==> config.mk <==
export PLATFORM = sky130hd
export DESIGN_NAME = hsr_isqrt
export DESIGN_NICKNAME = d
export VERILOG_FILES = /design/src/rtl/hsr_isqrt.sv
export SDC_FILE = /design/constraint.sdc
export NUM_CORES = 2
export LEC_CHECK = 0
export BUFFER_PORTS_ARGS = -buffer_cell sky130_fd_sc_hd__buf_2
export CORE_AREA = 3 3 414 416
export CTS_CLUSTER_SIZE = 14
export DETAILED_ROUTE_END_ITERATION = 6
export DIE_AREA = 0 0 417 419
export PLACE_DENSITY = 0.75
export SLEW_MARGIN = 40
export SYNTH_ARGS = -nofsm -noshare
export SYNTH_HDL_FRONTEND = slang
export SYNTH_SLANG_ARGS = --single-unit
==> constraint.sdc <==
create_clock -name clk -period 4.8 [get_ports clk]
set_input_delay 0.96 -clock clk [delete_from_list [all_inputs] [get_ports clk]]
set_output_delay 0.96 -clock clk [all_outputs]
set_load 0.02 [all_outputs]
==> src/rtl/hsr_isqrt.sv <==
// Pipelined integer square root, one result bit per stage.
module hsr_isqrt #(
	parameter int IN_W  = 61,
	parameter int OUT_W = 31
) (
	input  logic             clk,
	input  logic             arst_n,
	input  logic             vld_in,
	input  logic [IN_W-1:0]  rad,
	output logic             vld_out,
	output logic [OUT_W-1:0] root
);

	localparam int W = ((IN_W > 2 * OUT_W) ? IN_W : 2 * OUT_W) + 1;

	logic [W-1:0]     rem_s [0:OUT_W];
	logic [OUT_W-1:0] rt_s  [0:OUT_W];
	logic             v_s   [0:OUT_W];

	always_ff @(posedge clk) begin
		rem_s[0] <= W'(rad);
		rt_s[0]  <= '0;
	end

	always_ff @(posedge clk or negedge arst_n) begin
		if (!arst_n)
			v_s[0] <= 1'b0;
		else
			v_s[0] <= vld_in;
	end

	for (genvar j = 0; j < OUT_W; j++) begin : g_bit
		localparam int B = OUT_W - 1 - j;
		logic [W-1:0] trial;
		// (root + 2^B)^2 - root^2
		assign trial = (W'(rt_s[j]) << (B + 1)) + (W'(1) << (2 * B));
		always_ff @(posedge clk) begin
			if (trial <= rem_s[j]) begin
				rem_s[j+1] <= rem_s[j] - trial;
				rt_s[j+1]  <= rt_s[j] | (OUT_W'(1) << B);
			end else begin
				rem_s[j+1] <= rem_s[j];
				rt_s[j+1]  <= rt_s[j];
			end
		end
		always_ff @(posedge clk or negedge arst_n) begin
			if (!arst_n)
				v_s[j+1] <= 1'b0;
			else
				v_s[j+1] <= v_s[j];
		end
	end

	assign root    = rt_s[OUT_W];
	assign vld_out = v_s[OUT_W];

endmodule

---- Yosys cells after proc, flatten, opt, wreduce, memory -nomap -nowiden ----
Memory sizes are Yosys's and may differ from the RTL's.
Cells that the tools add are included.
storage, ports and cells
  word-level logic and storage cells ...... 344
  bits in writable memories ............... 3008
  memories kept ........................... 2
  output and inout port bits .............. 32
  input bits .............................. 64
  flip-flop bits (word level) ............. 32
operators by class
  bitwise logic cells ..................... 62
  magnitude comparators ................... 31
  muxes and demuxes ....................... 155
  $add $sub $neg .......................... 62
memory list
  name   depth  width  read ports  clocked after Yosys merged registers in  wr ports  line  RTL
  rem_s  32     63     31          0                                        32        16    logic [W-1:0] rem_s [0:OUT_W];
  rt_s   32     31     32          0                                        32        17    logic [OUT_W-1:0] rt_s [0:OUT_W];
operators with widths
  operator                number
  $mux 63                 31
  $mux 31                 31
  $mux 1                  93
  $add 62x61->63 const B  1
  $le 33x63->1            1
  $le 34x63->1            1
  $le 35x63->1            1
  $le 36x63->1            1
  $le 37x63->1            1
  $le 38x63->1            1
  $le 39x63->1            1
  $le 40x63->1            1
  $le 41x63->1            1
  $le 42x63->1            1
  $le 43x63->1            1
  $le 44x63->1            1
  $le 45x63->1            1
  $le 46x63->1            1
  $le 47x63->1            1
  $le 48x63->1            1
  $le 49x63->1            1
  $le 50x63->1            1
  $le 51x63->1            1
  $le 52x63->1            1
  73 further kinds        134

---- Logic depth before layout (Yosys ltp) ----
An unclocked memory read counts as a cell.
  depth in word-level cells ............... 6
  gate-level depth with buffers ........... 14
  gate-level depth less buffers ........... 12

---- Worst setup path before layout ----
No wires, ideal clock.
  kind .................................... register to register
  start ................................... memory rt_s[17][14] (netlist: rt_s[4][45])
  end ..................................... memory rem_s[4][180] in the netlist's numbering
  cell stages (with the launch flop) ...... 13
  required time ........................... 4.665 ns
  path slack .............................. 1.406 ns
  path buffers ............................ 1
  period minus slack after synthesis ...... 3.394 ns
  data arrival time ....................... 3.258 ns
  setup time .............................. 0.135 ns
  path through ............................ dfxtp_1 > inv_1 > ha_1 > o21ai_0 > a2111oi_0 > o21ai_0 > a21oi_1 > a31oi_1 > o311a_1 > or4b_1 > clkbuf_1 > nor4b_1 > xor2_1
RTL lines
  what             line
  start, declared  17
  end, declared    16

==> impl_metrics.tcl <==
set metrics [dict create \
    status "complete, no violations" \
    maxSlewViolCount 0 \
    drc 0 \
    cp_max_fo 52 \
    grtUsageTotal_pct 25.8 \
    rsz0062_at_grt "false" \
    firstDrtPassIters 6 \
    required_ns 5.56 \
    finalSetupViolCount 0 \
    synth_area_per_cell_sq_um 10.0 \
    synth.area.top_cells "dfxtp_1 53%, ha_1 7.1%, xnor2_1 4.1%, xor2_1 3.9%, a21oi_1 2.9%" \
    syn-cell-area_sq_mm 0.0924 \
    port-buffer-count 95 \
    holdCritPathClass "input port to flip-flop" \
    h-tree-depth 4 \
    cellPowerDensity_mw_per_mm2 581 \
    finalHoldViolCount 0 \
    worstSetupPathType "flip-flop to flip-flop" \
    vias 66493 \
    async_reset_ff_share_pct 1.29 \
    antenna_found_initial 10 \
    fin_nets 9994 \
    postCtsHoldBufs 0 \
    cts_buffer_depth 3 \
    synth_most_common_cell "dfxtp_1" \
    synth_commonest_cells "2446 x dfxtp_1, 649 x inv_1, 615 x nor2_1" \
    p_leak_nw 46.8 \
    ios 96 \
    fin_area_sq_mm 0.104 \
    maxSlewHeadroom_pct 34.8 \
    post_cts_buffers 0 \
    cts_buffers 233 \
    max_freq_ghz 0.223 \
    insertion_delay_ns 0.93 \
    wl_mm 230 \
    synth_edf_count 0 \
    startpoint_type "flip-flop" \
    grt_max_degree 57 \
    fin_crit_sh_pct 93.5 \
    grt_pass1_vias 65519 \
    clk_pin_slew_ns 0.06 \
    dieArea_sq_mm 0.175 \
    hpwl_mm 176 \
    arrival_ns 5.25 \
    max_cap_viol_count 0 \
    ys_ff_latch 2478 \
    endpoint_kind "flip-flop" \
    first_iter_violations 5083 \
    initial_core_util_pct 55.2 \
    synth_warnings 0 \
    rows 150 \
    cts_tree "yes" \
    finalSetupTns_ns 0 \
    yosys.area.top_type "dfxtp_1" \
    fin_crit_ns 4.49 \
    wire_per_inst_microns 19.5 \
    ys_types 96 \
    ir_worst_vdd_mv 0.463 \
    ys_seq_area_share_pct 53.8 \
    placed_area_sq_mm 0.0954 \
    grt.overflow.total 0 \
    gp_congestion 0.943 \
    core-area_sq_mm 0.168 \
    synth_cells 9227 \
    tightest_slew_ns 0.969 \
    cts_resized 0 \
    skew_ns 0.112 \
    yosys.area.top_type_share_pct 53.0 \
    layout-drive-gt1-share_pct 7.26 \
    die_y_microns 419 \
    die_w_microns 417 \
    clock_sinks 2478 \
    avgViaCountPerCell 5.63 \
    cts_root_buf "clkbuf_16" \
    hold_ws_ns 0.139 \
    grt_first_pass_wirelength_mm 359 \
    ys.flop_type "dfxtp_1" \
    area_growth_pct 12.2 \
    ant_nets 0 \
]
final timing paths:
path                                       start                    to  slack (ns)  cells past startpoint
setup / recovery           rem_s[6][241]$_DFF_P_  rem_s[7][21]$_DFF_P_        0.31                      8
hold / removal                           rad[44]  rem_s[0][44]$_DFF_P_        0.14                      1
setup reg to reg           rem_s[6][241]$_DFF_P_  rem_s[7][21]$_DFF_P_        0.31                      8
hold reg to reg             rem_s[2][13]$_DFF_P_  rem_s[2][76]$_DFF_P_        0.29                      0
max in group asynchronous                 arst_n     v_s[28]$_DFF_PN0_        4.19                      1
min in group asynchronous                 arst_n     v_s[31]$_DFF_PN0_        0.18                      1
kinds of logic after synthesis:
family	after synthesis	share of synthesized area, %
AND/OR/NAND/NOR	2759	15.4
flip-flops	2478	53.8
AO/OA/AOI/OAI	1697	11.3
buffers and inverters	851	3.49
XOR/XNOR	841	7.97
adder cells (fa/ha/maj)	523	7.08
multiplexers	77	0.919
other	1	0.00406
cell usage in the layout (no fill, tap or decap), types with 160 or more instances in the layout:
cell / netlist / final
dfxtp_1: 2446 / 2446
inv_1: 649 / 649
nor2_1: 615 / 614
nand2_1: 597 / 597
a21oi_1: 542 / 540
ha_1: 523 / 523
o21ai_0: 451 / 451
xnor2_1: 434 / 434
xor2_1: 407 / 407
nor4_1: 308 / 298
nor3_1: 277 / 274
clkbuf_16: 0 / 234
a21o_1: 187 / 187
nand3_1: 160 / 160
worst max-delay path, stage by stage, from the launching register on:
cell      delay (ns)
dfxtp_1         0.32
or4_1           0.57
or3_1           0.34
or3_1           0.37
nor4b_1         0.46
nor4bb_1        0.42
o31a_1          0.63
clkinv_2        0.75
mux2_2          0.50
cell type report:
| cell class | count | area [sq um] |
|---|---|---|
| diodes | 3 | 7.51 |
| clock buffers | 318 | 6630 |
| clock inverters | 106 | 1600 |
| fillers | 13529 | 63900 |
| inverters | 658 | 2470 |
| multi-input cells | 5899 | 39700 |
| flip-flops and latches | 2478 | 49800 |
| well taps | 2204 | 2760 |
| repair buffers | 137 | 803 |
state kept, by name, indices dropped and copies added (netlist names):
signal and cells:
rt_s 496, vld_out 1, v_s 31, rem_s 1950
routing by layer:
layer  track usage [%]  share of wire, %  vias to the layer above
li1                  -                 -                    32482
met1              33.7                44                    31761
met2              44.1                48                     1839
met3              4.20               5.6                      405
met4              7.27               2.4                        6
met5                 0             0.017                        -
through the flow:
step           setup WS (ns)  power (W)  util, %  cells
6_report               0.310     0.0603     61.9  11803
5_1_grt               0.0262     0.0632     61.9  11800
4_1_cts                0.601     0.0604     61.8  11800
3_5_place_dp           0.621     0.0412     56.9  11376
3_3_place_gp           0.211     0.0409     56.9  11376
2_1_floorplan           1.41     0.0368        -   9228
power by group:
group | total, W | leakage, nW | internal (W) | switching [W]
clock network | 0.0192 | 4.00 | 0.0111 | 0.00803
logic | 0.0124 | 21.9 | 0.00537 | 0.00703
registers | 0.0287 | 20.9 | 0.0248 | 0.00388
Note: power is estimated with default switching activity, not from simulation.
